## src/hw/rtl/lef_pkg.sv

```systemverilog
// Package for the LED effect fader: payload structs, step table entry,
// operation codes, controller states and the control/status bundles.
// Depends on nothing; every other file of the block imports it.
package lef_pkg;

    localparam int MAX_STEPS_DEF = 16;
    localparam int CHANNELS_DEF  = 3;

    localparam int LVL_W     = 8;
    localparam int SUB_W     = 16;
    localparam int LEN_W     = 5;
    localparam int IDX_W     = 4;
    localparam int MAX_CH    = 4;
    localparam int OUT_CH    = 3;
    localparam int DIV_STEPS = LVL_W;
    localparam int DCNT_W    = $clog2(DIV_STEPS + 1);

    typedef enum logic [1:0] {
        OP_TICK  = 2'd0,
        OP_WRITE = 2'd1,
        OP_START = 2'd2,
        OP_STOP  = 2'd3
    } op_t;

    typedef struct packed {
        op_t                operation;
        logic [IDX_W-1:0]   step_index;
        logic [LVL_W-1:0]   step_red;
        logic [LVL_W-1:0]   step_green;
        logic [LVL_W-1:0]   step_blue;
        logic [SUB_W-1:0]   step_substeps;
        logic [SUB_W-1:0]   step_delay_ms;
        logic [LEN_W-1:0]   effect_length;
        logic               repeat_forever;
    } in_t;

    typedef struct packed {
        logic [LVL_W-1:0] level_red;
        logic [LVL_W-1:0] level_green;
        logic [LVL_W-1:0] level_blue;
        logic             pin_red;
        logic             pin_green;
        logic             pin_blue;
        logic             effect_finished;
    } out_t;

    typedef struct packed {
        logic [LVL_W-1:0] red;
        logic [LVL_W-1:0] green;
        logic [LVL_W-1:0] blue;
        logic [SUB_W-1:0] substeps;
        logic [SUB_W-1:0] delay;
    } entry_t;

    typedef enum logic [2:0] {
        ST_IDLE,
        ST_SETUP,
        ST_LOAD,
        ST_DIV,
        ST_UPDATE,
        ST_EMIT,
        ST_FETCH,
        ST_ARM
    } state_t;

    typedef struct packed {
        logic accept;
        logic setup;
        logic load;
        logic step;
        logic update;
        logic emit;
        logic arm;
    } cmd_t;

    typedef struct packed {
        logic fire;
        logic start_run;
        logic div_last;
        logic last_chan;
        logic out_free;
        logic keep_running;
    } sts_t;

endpackage

```

## src/hw/rtl/led_effect_fader.sv

```systemverilog
// LED effect fader: plays a color fade from a table of steps, one update per
// expired substep delay. A write, stop, idle tick or tick that does not expire
// the delay is handled in the idle state alone. A start also passes through
// fetch and arm, since the first step's delay comes through the table's
// registered read port. A tick that expires the delay runs setup, then load,
// the shared 8-step restoring divider and update for each channel in turn,
// then emit, which waits for the result register to be free, and then fetch
// and arm unless it ends the effect.
// A finished result waits in its own register, so new items are taken while
// it is pending. Depends on lef_pkg, lef_ctrl and lef_datapath.
module led_effect_fader import lef_pkg::*; #(
    parameter int MAX_STEPS = MAX_STEPS_DEF,
    parameter int CHANNELS  = CHANNELS_DEF
) (
    input  logic aclk,
    input  logic aresetn,
    input  logic s_valid,
    output logic s_ready,
    input  in_t  s_data,
    output logic m_valid,
    input  logic m_ready,
    output out_t m_data
);

    cmd_t cmd;
    sts_t sts;

    lef_ctrl u_ctrl (
        .aclk    (aclk),
        .aresetn (aresetn),
        .s_valid (s_valid),
        .s_ready (s_ready),
        .sts     (sts),
        .cmd     (cmd)
    );

    lef_datapath #(
        .MAX_STEPS (MAX_STEPS),
        .CHANNELS  (CHANNELS)
    ) u_datapath (
        .aclk    (aclk),
        .aresetn (aresetn),
        .s_data  (s_data),
        .m_valid (m_valid),
        .m_ready (m_ready),
        .m_data  (m_data),
        .cmd     (cmd),
        .sts     (sts)
    );

endmodule

```

## src/hw/rtl/lef_ctrl.sv

```systemverilog
// Controller state machine of the LED effect fader.
// Sequences transfers, the per-channel divide and the step table reads.
// Depends on lef_pkg.
module lef_ctrl import lef_pkg::*; (
    input  logic   aclk,
    input  logic   aresetn,
    input  logic   s_valid,
    output logic   s_ready,
    input  sts_t   sts,
    output cmd_t   cmd
);

    state_t state_reg, state_next;

    always_ff @(posedge aclk) begin
        if (!aresetn) begin
            state_reg <= ST_IDLE;
        end else begin
            state_reg <= state_next;
        end
    end

    always_comb begin
        state_next = state_reg;
        case (state_reg)
            ST_IDLE: begin
                if (s_valid) begin
                    if (sts.fire) begin
                        state_next = ST_SETUP;
                    end else if (sts.start_run) begin
                        state_next = ST_FETCH;
                    end
                end
            end
            ST_SETUP:  state_next = ST_LOAD;
            ST_LOAD:   state_next = ST_DIV;
            ST_DIV: begin
                if (sts.div_last) begin
                    state_next = ST_UPDATE;
                end
            end
            ST_UPDATE: state_next = sts.last_chan ? ST_EMIT : ST_LOAD;
            ST_EMIT: begin
                if (sts.out_free) begin
                    state_next = sts.keep_running ? ST_FETCH : ST_IDLE;
                end
            end
            ST_FETCH:  state_next = ST_ARM;
            ST_ARM:    state_next = ST_IDLE;
            default:   state_next = ST_IDLE;
        endcase
    end

    always_comb begin
        cmd        = '0;
        s_ready    = 1'b0;
        case (state_reg)
            ST_IDLE: begin
                s_ready    = 1'b1;
                cmd.accept = s_valid;
            end
            ST_SETUP:  cmd.setup  = 1'b1;
            ST_LOAD:   cmd.load   = 1'b1;
            ST_DIV:    cmd.step   = 1'b1;
            ST_UPDATE: cmd.update = 1'b1;
            ST_EMIT:   cmd.emit   = sts.out_free;
            ST_ARM:    cmd.arm    = 1'b1;
            default: begin
                cmd     = '0;
                s_ready = 1'b0;
            end
        endcase
    end

endmodule

```

## src/hw/rtl/lef_datapath.sv

```systemverilog
// Datapath of the LED effect fader: step table memory, effect state,
// shared restoring divider, level update and the result register.
// Depends on lef_pkg; driven by lef_ctrl through cmd_t and sts_t.
module lef_datapath import lef_pkg::*; #(
    parameter int MAX_STEPS = MAX_STEPS_DEF,
    parameter int CHANNELS  = CHANNELS_DEF
) (
    input  logic aclk,
    input  logic aresetn,
    input  in_t  s_data,
    output logic m_valid,
    input  logic m_ready,
    output out_t m_data,
    input  cmd_t cmd,
    output sts_t sts
);

    localparam int TIDX_W = (MAX_STEPS > 1) ? $clog2(MAX_STEPS) : 1;
    localparam int CH_W   = (CHANNELS > 1) ? $clog2(CHANNELS) : 1;

    entry_t step_mem [MAX_STEPS];
    entry_t rd_data_reg;

    logic               run_reg,   run_next;
    logic [LEN_W-1:0]   step_reg,  step_next;
    logic [LEN_W-1:0]   len_reg,   len_next;
    logic               rep_reg,   rep_next;
    logic [SUB_W-1:0]   sub_reg,   sub_next;
    logic [SUB_W-1:0]   delay_reg, delay_next;
    logic [SUB_W-1:0]   subs_reg,  subs_next;
    logic [SUB_W-1:0]   left_reg,  left_next;
    logic [SUB_W-1:0]   rem_reg,   rem_next;
    logic [LVL_W-1:0]   quo_reg,   quo_next;
    logic               neg_reg,   neg_next;
    logic [DCNT_W-1:0]  cnt_reg,   cnt_next;
    logic [CH_W-1:0]    ch_reg,    ch_next;
    logic [LVL_W-1:0]   lvl_reg [CHANNELS];
    logic [LVL_W-1:0]   lvl_next [CHANNELS];
    logic               m_valid_reg, m_valid_next;
    out_t               m_data_reg,  m_data_next;

    logic [SUB_W-1:0]   delay_dec;
    logic [LEN_W-1:0]   len_sat;
    logic               wr_en;
    logic [LVL_W-1:0]   tgt [MAX_CH];
    logic [LVL_W-1:0]   cur_lvl;
    logic [LVL_W-1:0]   cur_tgt;
    logic [SUB_W-1:0]   subs_eff;
    logic [SUB_W-1:0]   left_calc;
    logic [LVL_W:0]     diff;
    logic [LVL_W-1:0]   mag;
    logic [SUB_W:0]     rem_sh;
    logic [SUB_W:0]     rem_sub;
    logic               div_ge;
    logic [LVL_W:0]     qx;
    logic [LVL_W:0]     lvl_sum;
    logic [SUB_W:0]     sub_inc;
    logic               wrap;
    logic [LEN_W-1:0]   step_inc;
    logic               end_run;
    logic [LEN_W-1:0]   step_fin;
    logic               finished;
    logic               keep;
    logic [LVL_W-1:0]   lvl_pad [OUT_CH];

    always_ff @(posedge aclk) begin
        if (wr_en) begin
            step_mem[TIDX_W'(s_data.step_index)] <= '{
                red:      s_data.step_red,
                green:    s_data.step_green,
                blue:     s_data.step_blue,
                substeps: s_data.step_substeps,
                delay:    s_data.step_delay_ms
            };
        end
        rd_data_reg <= step_mem[TIDX_W'(step_reg)];
    end

    always_comb begin
        delay_dec = (delay_reg != '0) ? delay_reg - SUB_W'(1) : '0;
        len_sat   = (int'(s_data.effect_length) > MAX_STEPS) ? LEN_W'(MAX_STEPS)
                                                             : s_data.effect_length;
        wr_en     = cmd.accept && (s_data.operation == OP_WRITE)
                    && (int'(s_data.step_index) < MAX_STEPS);

        tgt[0]    = rd_data_reg.red;
        tgt[1]    = rd_data_reg.green;
        tgt[2]    = rd_data_reg.blue;
        tgt[3]    = '0;
        cur_lvl   = lvl_reg[ch_reg];
        cur_tgt   = tgt[ch_reg];

        subs_eff  = (rd_data_reg.substeps == '0) ? SUB_W'(1) : rd_data_reg.substeps;
        left_calc = (sub_reg < subs_eff) ? subs_eff - sub_reg : SUB_W'(1);

        diff      = {1'b0, cur_tgt} - {1'b0, cur_lvl};
        mag       = diff[LVL_W] ? LVL_W'(-diff) : diff[LVL_W-1:0];

        rem_sh    = {rem_reg, quo_reg[LVL_W-1]};
        div_ge    = rem_sh >= {1'b0, left_reg};
        rem_sub   = rem_sh - {1'b0, left_reg};

        qx        = {1'b0, quo_reg};
        lvl_sum   = {1'b0, cur_lvl} + (neg_reg ? -qx : qx);

        sub_inc   = {1'b0, sub_reg} + (SUB_W+1)'(1);
        wrap      = sub_inc >= {1'b0, subs_reg};
        step_inc  = step_reg + LEN_W'(1);
        end_run   = wrap && (step_inc >= len_reg);
        if (!wrap) begin
            step_fin = step_reg;
        end else if (end_run && rep_reg) begin
            step_fin = '0;
        end else begin
            step_fin = step_inc;
        end
        finished  = end_run && !rep_reg;
        keep      = step_fin < len_reg;

        for (int c = 0; c < OUT_CH; c++) begin
            lvl_pad[c] = '0;
        end
        for (int c = 0; c < CHANNELS && c < OUT_CH; c++) begin
            lvl_pad[c] = lvl_reg[c];
        end
    end

    always_comb begin
        run_next     = run_reg;
        step_next    = step_reg;
        len_next     = len_reg;
        rep_next     = rep_reg;
        sub_next     = sub_reg;
        delay_next   = delay_reg;
        subs_next    = subs_reg;
        left_next    = left_reg;
        rem_next     = rem_reg;
        quo_next     = quo_reg;
        neg_next     = neg_reg;
        cnt_next     = cnt_reg;
        ch_next      = ch_reg;
        m_data_next  = m_data_reg;
        m_valid_next = m_valid_reg && !m_ready;
        for (int c = 0; c < CHANNELS; c++) begin
            lvl_next[c] = lvl_reg[c];
        end

        if (cmd.accept) begin
            case (s_data.operation)
                OP_TICK: begin
                    if (run_reg) begin
                        delay_next = delay_dec;
                    end
                end
                OP_START: begin
                    len_next   = len_sat;
                    rep_next   = s_data.repeat_forever;
                    step_next  = '0;
                    sub_next   = '0;
                    run_next   = (len_sat != '0);
                    delay_next = '0;
                end
                OP_STOP: begin
                    run_next   = 1'b0;
                    delay_next = '0;
                end
                default: begin
                    run_next = run_reg;
                end
            endcase
        end

        if (cmd.setup) begin
            subs_next = subs_eff;
            left_next = left_calc;
            ch_next   = '0;
        end

        if (cmd.load) begin
            rem_next = '0;
            quo_next = mag;
            neg_next = diff[LVL_W];
            cnt_next = DCNT_W'(DIV_STEPS);
        end

        if (cmd.step) begin
            rem_next = div_ge ? rem_sub[SUB_W-1:0] : rem_sh[SUB_W-1:0];
            quo_next = {quo_reg[LVL_W-2:0], div_ge};
            cnt_next = cnt_reg - DCNT_W'(1);
        end

        if (cmd.update) begin
            lvl_next[ch_reg] = lvl_sum[LVL_W-1:0];
            if (ch_reg != CH_W'(CHANNELS - 1)) begin
                ch_next = ch_reg + CH_W'(1);
            end
        end

        if (cmd.emit) begin
            m_valid_next                = 1'b1;
            m_data_next.level_red       = lvl_pad[0];
            m_data_next.level_green     = lvl_pad[1];
            m_data_next.level_blue      = lvl_pad[2];
            m_data_next.pin_red         = (lvl_pad[0] != '0);
            m_data_next.pin_green       = (lvl_pad[1] != '0);
            m_data_next.pin_blue        = (lvl_pad[2] != '0);
            m_data_next.effect_finished = finished;
            sub_next  = wrap ? '0 : sub_inc[SUB_W-1:0];
            step_next = step_fin;
            run_next  = keep;
            if (!keep) begin
                delay_next = '0;
            end
        end

        if (cmd.arm) begin
            delay_next = rd_data_reg.delay;
        end
    end

    always_ff @(posedge aclk) begin
        if (!aresetn) begin
            run_reg     <= 1'b0;
            step_reg    <= '0;
            len_reg     <= '0;
            rep_reg     <= 1'b0;
            sub_reg     <= '0;
            delay_reg   <= '0;
            cnt_reg     <= '0;
            ch_reg      <= '0;
            m_valid_reg <= 1'b0;
            for (int c = 0; c < CHANNELS; c++) begin
                lvl_reg[c] <= '0;
            end
        end else begin
            run_reg     <= run_next;
            step_reg    <= step_next;
            len_reg     <= len_next;
            rep_reg     <= rep_next;
            sub_reg     <= sub_next;
            delay_reg   <= delay_next;
            cnt_reg     <= cnt_next;
            ch_reg      <= ch_next;
            m_valid_reg <= m_valid_next;
            for (int c = 0; c < CHANNELS; c++) begin
                lvl_reg[c] <= lvl_next[c];
            end
        end
    end

    always_ff @(posedge aclk) begin
        subs_reg   <= subs_next;
        left_reg   <= left_next;
        rem_reg    <= rem_next;
        quo_reg    <= quo_next;
        neg_reg    <= neg_next;
        m_data_reg <= m_data_next;
    end

    always_comb begin
        sts.fire         = (s_data.operation == OP_TICK) && run_reg && (delay_dec == '0);
        sts.start_run    = (s_data.operation == OP_START) && (len_sat != '0);
        sts.div_last     = (cnt_reg == DCNT_W'(1));
        sts.last_chan    = (ch_reg == CH_W'(CHANNELS - 1));
        sts.out_free     = !m_valid_reg || m_ready;
        sts.keep_running = keep;
    end

    assign m_valid = m_valid_reg;
    assign m_data  = m_data_reg;

endmodule
```

## config.mk

```make
export PLATFORM = sky130hd
export DESIGN_NAME = led_effect_fader
export DESIGN_NICKNAME = d
export VERILOG_FILES = /design/src/hw/rtl/lef_pkg.sv /design/src/hw/rtl/led_effect_fader.sv /design/src/hw/rtl/lef_ctrl.sv /design/src/hw/rtl/lef_datapath.sv
export SDC_FILE = /design/constraint.sdc
export NUM_CORES = 1
export LEC_CHECK = 0
export BUFFER_PORTS_ARGS = -buffer_cell sky130_fd_sc_hd__buf_2
export CORE_MARGIN = 5
export CORE_UTILIZATION = 60
export CTS_CLUSTER_SIZE = 8
export DETAILED_ROUTE_END_ITERATION = 6
export HOLD_SLACK_MARGIN = 0.02
export PLACE_DENSITY = 0.77
export SLEW_MARGIN = 5
export SYNTH_ARGS = -nofsm -noshare
export SYNTH_HDL_FRONTEND = slang
export SYNTH_SLANG_ARGS = --single-unit
```

## constraint.sdc

```tcl
create_clock -name aclk -period 10.2 [get_ports aclk]
set_input_delay 1.02 -clock aclk [delete_from_list [all_inputs] [get_ports aclk]]
set_output_delay 1.02 -clock aclk [all_outputs]
set_load 0.02 [all_outputs]
```

Word-level counts from Yosys, hierarchy flattened --
Memory sizes are Yosys's and may differ from the RTL's. A register that Yosys moved wholly into a read port is not among the register bits. Cells that the tools add are included.
Cells by class: eq/ne operators 17, bitwise operators 4, multiplexer cells 65, $lt $le $gt $ge 8, reductions and logical operators 31, add/sub/neg operators 11
Operator list (count):
- two-way mux 16 bit | 14
- two-way mux 8 bit | 10
- greater-or-equal comparator 17 x 16 -> 1 bit | 2
- zero test 16 bit | 2
- case mux 16 bit (2 select lines) | 1
- subtractor 16 bit | 2
- two-way mux 5 bit | 6
- bitwise mux 24 bit | 1
- two-way mux 24 bit | 1
- case mux 3 bit (8 select lines) | 1
- nonzero test 8 bit | 3
- two-way mux 3 bit | 7
- adder 16 x 1 -> 17 bit (second input constant) | 1
- binary-select mux 8 bit (select 2 bit) | 1
- demux 8 bit (select 2 bit) | 1
- less-than comparator 16 bit | 1
- negator 8 bit | 2
- nonzero test 16 bit | 1
- subtractor 16 x 1 -> 16 bit (second input constant) | 1
- two-way mux 1 bit | 15
- == test 3 bit (second input constant) | 4
- logical AND 1 bit | 9
- subtractor 8 x 8 -> 9 bit | 1
- adder 8 bit | 1
- other kinds (31) | 48
Storage, ports and cells: word-level logic and storage cells 160, input port bits 72, output and inout port bits 30, memories 2, bits in registers 139, bits in writable memories 920
Memory list:
- u_datapath.step_mem | words 16, bits a word 56, read ports 1, clocked after memory_dff 1, write ports 1, line lef_datapath.sv:21 | entry_t step_mem [MAX_STEPS];
- u_datapath.lvl_reg | words 3, bits a word 8, read ports 4, clocked after memory_dff 1, write ports 3, line lef_datapath.sv:37 | logic [LVL_W-1:0] lvl_reg [CHANNELS];

Depth between registers and ports, before layout --
depth in word-level cells 10, mapped depth 21, mapped depth without buffers 19

Hierarchy --
Synthesis repeated with hierarchy kept, for this count alone.
Second synthesis, totals: cell total of the unflattened synthesis 2538, area total of the unflattened synthesis 45447.3 sq um
By module, submodules not included:
- lef_datapath | instances 1, cells an instance 2498, sequential area each 32080.8 sq um, area each 45145.8 sq um
- lef_ctrl | instances 1, cells an instance 40, sequential area each 60.1 sq um, area each 301.5 sq um

Worst setup path before layout --
Ideal clock, no wire load.
path kind reg-to-reg, start register u_ctrl.state_reg[2], end memory u_datapath.step_mem[0][0] in the netlist's numbering, enable pin, data required time 9.586 ns, cell stages (with the launch flop) 7, buffers on the path 2, arrival 7.112 ns, slack 2.474 ns, library setup time 0.614 ns, cells stage by stage dfxtp_1 clkbuf_1 nor3_1 nand2_1 or3_1 clkbuf_1 nor4_1
On the way: cells in the longest elaborated chain, start to end 5
RTL lines:
- from (decl) | line lef_ctrl.sv:13 | state_t state_reg, state_next;
- from (signal assigned) | line lef_ctrl.sv:19 | state_reg <= state_next;
- zero test 3 bit | line lef_ctrl.sv:57 | case (state_reg)
- two-way mux 1 bit | line lef_ctrl.sv:57
- logical AND 1 bit | line lef_datapath.sv:83 | wr_en = cmd.accept && (s_data.operation == OP_WRITE)
- two-way mux 1 bit | line lef_datapath.sv:67 | if (wr_en) begin
- two-way mux 1 bit (implied by the code) | line lef_datapath.sv:68 | step_mem[TIDX_W'(s_data.step_index)] <= '{
- to (decl) | line lef_datapath.sv:21
Every way passes these cells.

Final worst setup path --
start register u_datapath.step_reg[0], end register u_datapath.delay_reg[7]
On the way: cells in the longest elaborated chain, start to end 10
RTL lines:
- from (decl) | line lef_datapath.sv:25 | logic [LEN_W-1:0] step_reg, step_next;
- from (signal assigned) | line lef_datapath.sv:237 | step_reg <= step_next;
- adder 5 x 1 -> 5 bit | line lef_datapath.sv:108 | step_inc = step_reg + LEN_W'(1);
- greater-or-equal comparator 5 bit | line lef_datapath.sv:109 | end_run = wrap && (step_inc >= len_reg);
- logical AND 1 bit | line lef_datapath.sv:109
- logical AND 1 bit | line lef_datapath.sv:112 | end else if (end_run && rep_reg) begin
- two-way mux 5 bit | line lef_datapath.sv:112
- two-way mux 5 bit (*) | line lef_datapath.sv:110 | if (!wrap) begin
- less-than comparator 5 bit (*) | line lef_datapath.sv:118 | keep = step_fin < len_reg;
- two-way mux 16 bit (*) | line lef_datapath.sv:211 | if (!keep) begin
- two-way mux 16 bit (*) | line lef_datapath.sv:199 | if (cmd.emit) begin
- two-way mux 16 bit (*) | line lef_datapath.sv:216 | if (cmd.arm) begin
- to (signal assigned) | line lef_datapath.sv:241 | delay_reg <= delay_next;
- to (decl) | line lef_datapath.sv:29 | logic [SUB_W-1:0] delay_reg, delay_next;
Mark *: on every way between the ends. The rest lies on a longest branch, timed or not. A chain may end at the register's enable or synchronous reset.

==> out/qor.txt <==
TritonCTS buffer count: 157
Total GRT Usage: 27.53%
Tcrit/Tclk final: 53.88%
Final worst path period need: 5.496 ns
Routability cong.: 0.8956
Worst-path cell chain: buf_4 > ha_1 > nand2b_1 > a211oi_1 > nor3_1 > nor2_1 > nand2_1 > o31ai_1 > ha_1 > o2111ai_1 > nor4_1 > o21ai_0 > a31oi_2 > o31ai_1
Yosys top cell area share: 64.85%
DRC errors left: 0
Crit path required time: 10.77 ns
Starting Density: 60.11%
Top post-synthesis cells by area: edfxtp_1 65%, mux4_2 14%, dfxtp_1 5.9%
Critical path capture point type: register
Syn-to-layout area delta: 14.16%
Number of flops mapped to enable cells by yosys: 981
Vias per inst: 6.570
Max VDD drop: 0.1480 mV
Clk_skew: 0.03753 ns
Via count: 25230
Syn avg cell area: 17.85 um2
Clk sinks: 1115
CTS root buf: clkbuf_16
Post-layout util: 68.62%
Die width: 285.2 um
Vias in the first global route: 25840
PD cells: 221.6 nW/um2
Core area: 75570 um2
Unique masters post-synth: 73
Post_cts resized: 0
Post-synthesis sequential area ratio: 70.75%
Synth warnings: 0
Post CTS Setup Buffer Count: 0
CP max-delay cell: dfxtp_4
Slowest Stage Delay on Critical Path: 0.84 ns
Status: completed
Nets: 2882
Initial DRC Count: 3115
Slew Limit Fails: 0
Largest net degree at the start of global routing: 116
First-pass GRT wire length: 166.4 mm
Cells after Synth: 2545
Hold Violations, Final: 0
Bufs on Longest Clock Path: 3
Synth Flop Type: edfxtp_1
Leak pwr: 16.85 nW
Worst-Margin Slew: 1.105 ns
Worst min path class: reg -> reg
Crit path launch type: register
Placed Cells: 3545
Commonest non-fill, non-tap cell in the layout: edfxtp_1
Unrepaired setup endpoints after global routing: false
CTS tree: built
Fmax: 0.1820 GHz
H-tree levels: 4
Worst-path clk slew: 0.05 ns
Num rows: 101
Commonest non-fill, non-tap cells in the layout: 981 x edfxtp_1, 280 x mux4_2, 160 x clkbuf_16
Gr ovfl total: 0
Max reg flops: 896
Total negative slack: 0 ns
Rel. slew slack: 26.14%
Hpwl dp: 59.19 mm
DR WL/cell: 29.10 um
Arr. time, crit path: 6.06 ns
Post-synth net total: 2701
Top delay family on crit path: compound AO/OA/AOI/OAI gates
Initial antenna violation count: 15
Mapped cell area: 45430 um2
Post-Layout Cell Count: 3840
Number of synthesized register bits: 1115
Crit path kind: reg -> reg
CP max FO: 47
Clock latency on the worst-skew pair: 0.73 ns
# IOs: 102
Layout cells sized above 1: 22.43%
Cts hold-fix bufs: 0
Maxcap violations: 0
Final setup viols: 0
Detailed Route WL: 111.7 mm
Area leader, netlist: edfxtp_1
Die ar.: 81320 um2
Synth async-reset ratio: 0%
Drt pass-1 iters: 7
Routed Antenna Nets: 0
Buf+Inv Stages, Crit Path: 1
Die Y: 285.2 um
IO buf count: 101
worst register-to-register path, delay by kind of cell, from the launching register on:
family                     cells  cell delay (ns)
AOI/OAI and AO/OA              6             1.97
and+or+nand+nor                5             1.11
buffers and inverters          1             0.86
DFF                            1             0.84
adders and majority gates      2             0.59
path summary, 6_finish.rpt:
check	start	to	slack, ns	depth (start not counted)
worst max-delay path	u_datapath.step_reg[0]$_SDFFE_PN0P_	u_datapath.delay_reg[7]$_SDFF_PN0_	4.70	14
worst min register to register	u_datapath.rd_data_reg[2]$_DFF_P_	u_datapath.delay_reg[2]$_SDFF_PN0_	0.42	2
worst min-delay path	u_datapath.rd_data_reg[2]$_DFF_P_	u_datapath.delay_reg[2]$_SDFF_PN0_	0.42	2
worst max register to register	u_datapath.step_reg[0]$_SDFFE_PN0P_	u_datapath.delay_reg[7]$_SDFF_PN0_	4.70	14
logic make-up (layout without fill, tap and decap cells):
family | count (synthesis) | count (layout) | synth area share [%]
buffers and inverters | 211 | 519 | 1.790
XOR/XNOR | 53 | 53 | 1.022
other | 0 | 9 | 0
multiplexers | 316 | 316 | 14.68
AO/OA/AOI/OAI | 315 | 315 | 4.520
AND/OR/NAND/NOR | 451 | 451 | 4.859
adder cells (fa/ha/maj) | 84 | 84 | 2.380
flip-flops | 1115 | 1115 | 70.75
synth_stat cells, drive strengths merged (13+ instances only):
| library cell | instances |
|---|---|
| o21a | 24 |
| nor4 | 23 |
| clkbuf | 84 |
| a211oi | 26 |
| dfxtp | 134 |
| nand4 | 13 |
| nand2 | 115 |
| mux4 | 280 |
| ha | 80 |
| nand2b | 21 |
| nand3 | 42 |
| buf | 39 |
| nor2 | 118 |
| a22oi | 14 |
| xnor2 | 45 |
| nor3 | 44 |
| o31ai | 25 |
| a21oi | 83 |
| edfxtp | 981 |
| inv | 87 |
| mux2i | 35 |
| o21ai | 62 |
| nor2b | 13 |
| a21o | 25 |
stage by stage:
stage | cell area [um2] | total power (W) | hold slack, ns | worst slack [ns]
finish | 51860 | 0.01149 | 0.4221 | 4.704
global route | 51850 | 0.01193 | 0.4412 | 4.107
CTS | 51840 | 0.01155 | 0.4265 | 4.622
detailed placement | 47150 | 0.006651 | 0.4130 | 4.621
global placement | 47150 | 0.006601 | 0.4145 | 4.632
floorplan | 45430 | 0.006256 | 0.4014 | 2.474
cell type report:
cell class	count	area, um2
repair buffers	145	848.3
clock inverters	12	254.0
fillers	4618	23710
flip-flops and latches	1115	32160
well taps	978	1224
clock buffers	274	4432
diodes	9	22.52
inverters	88	330.3
multi-input cells	1219	12590
power breakdown:
| part | leakage (nW) | switching (W) | internal [W] |
|---|---|---|---|
| sequential | 9.95 | 0.0000877 | 0.00515 |
| clock | 2.21 | 0.00196 | 0.00295 |
| combinational | 4.68 | 0.000854 | 0.000492 |
| total | 16.8 | 0.00290 | 0.00859 |
layer usage:
layer / vias to the layer above / part of all wire [%] / track usage (%) / wire, um
met5: - / 0.012 / 0 / 13
met4: 2 / 3.1 / 9.145 / 3441
met3: 246 / 8.8 / 5.987 / 9877
met2: 1456 / 50 / 46.33 / 56270
met1: 12920 / 38 / 36.39 / 42140
li1: 10600 / - / - / -
Power figures use the tool's default switching activity.
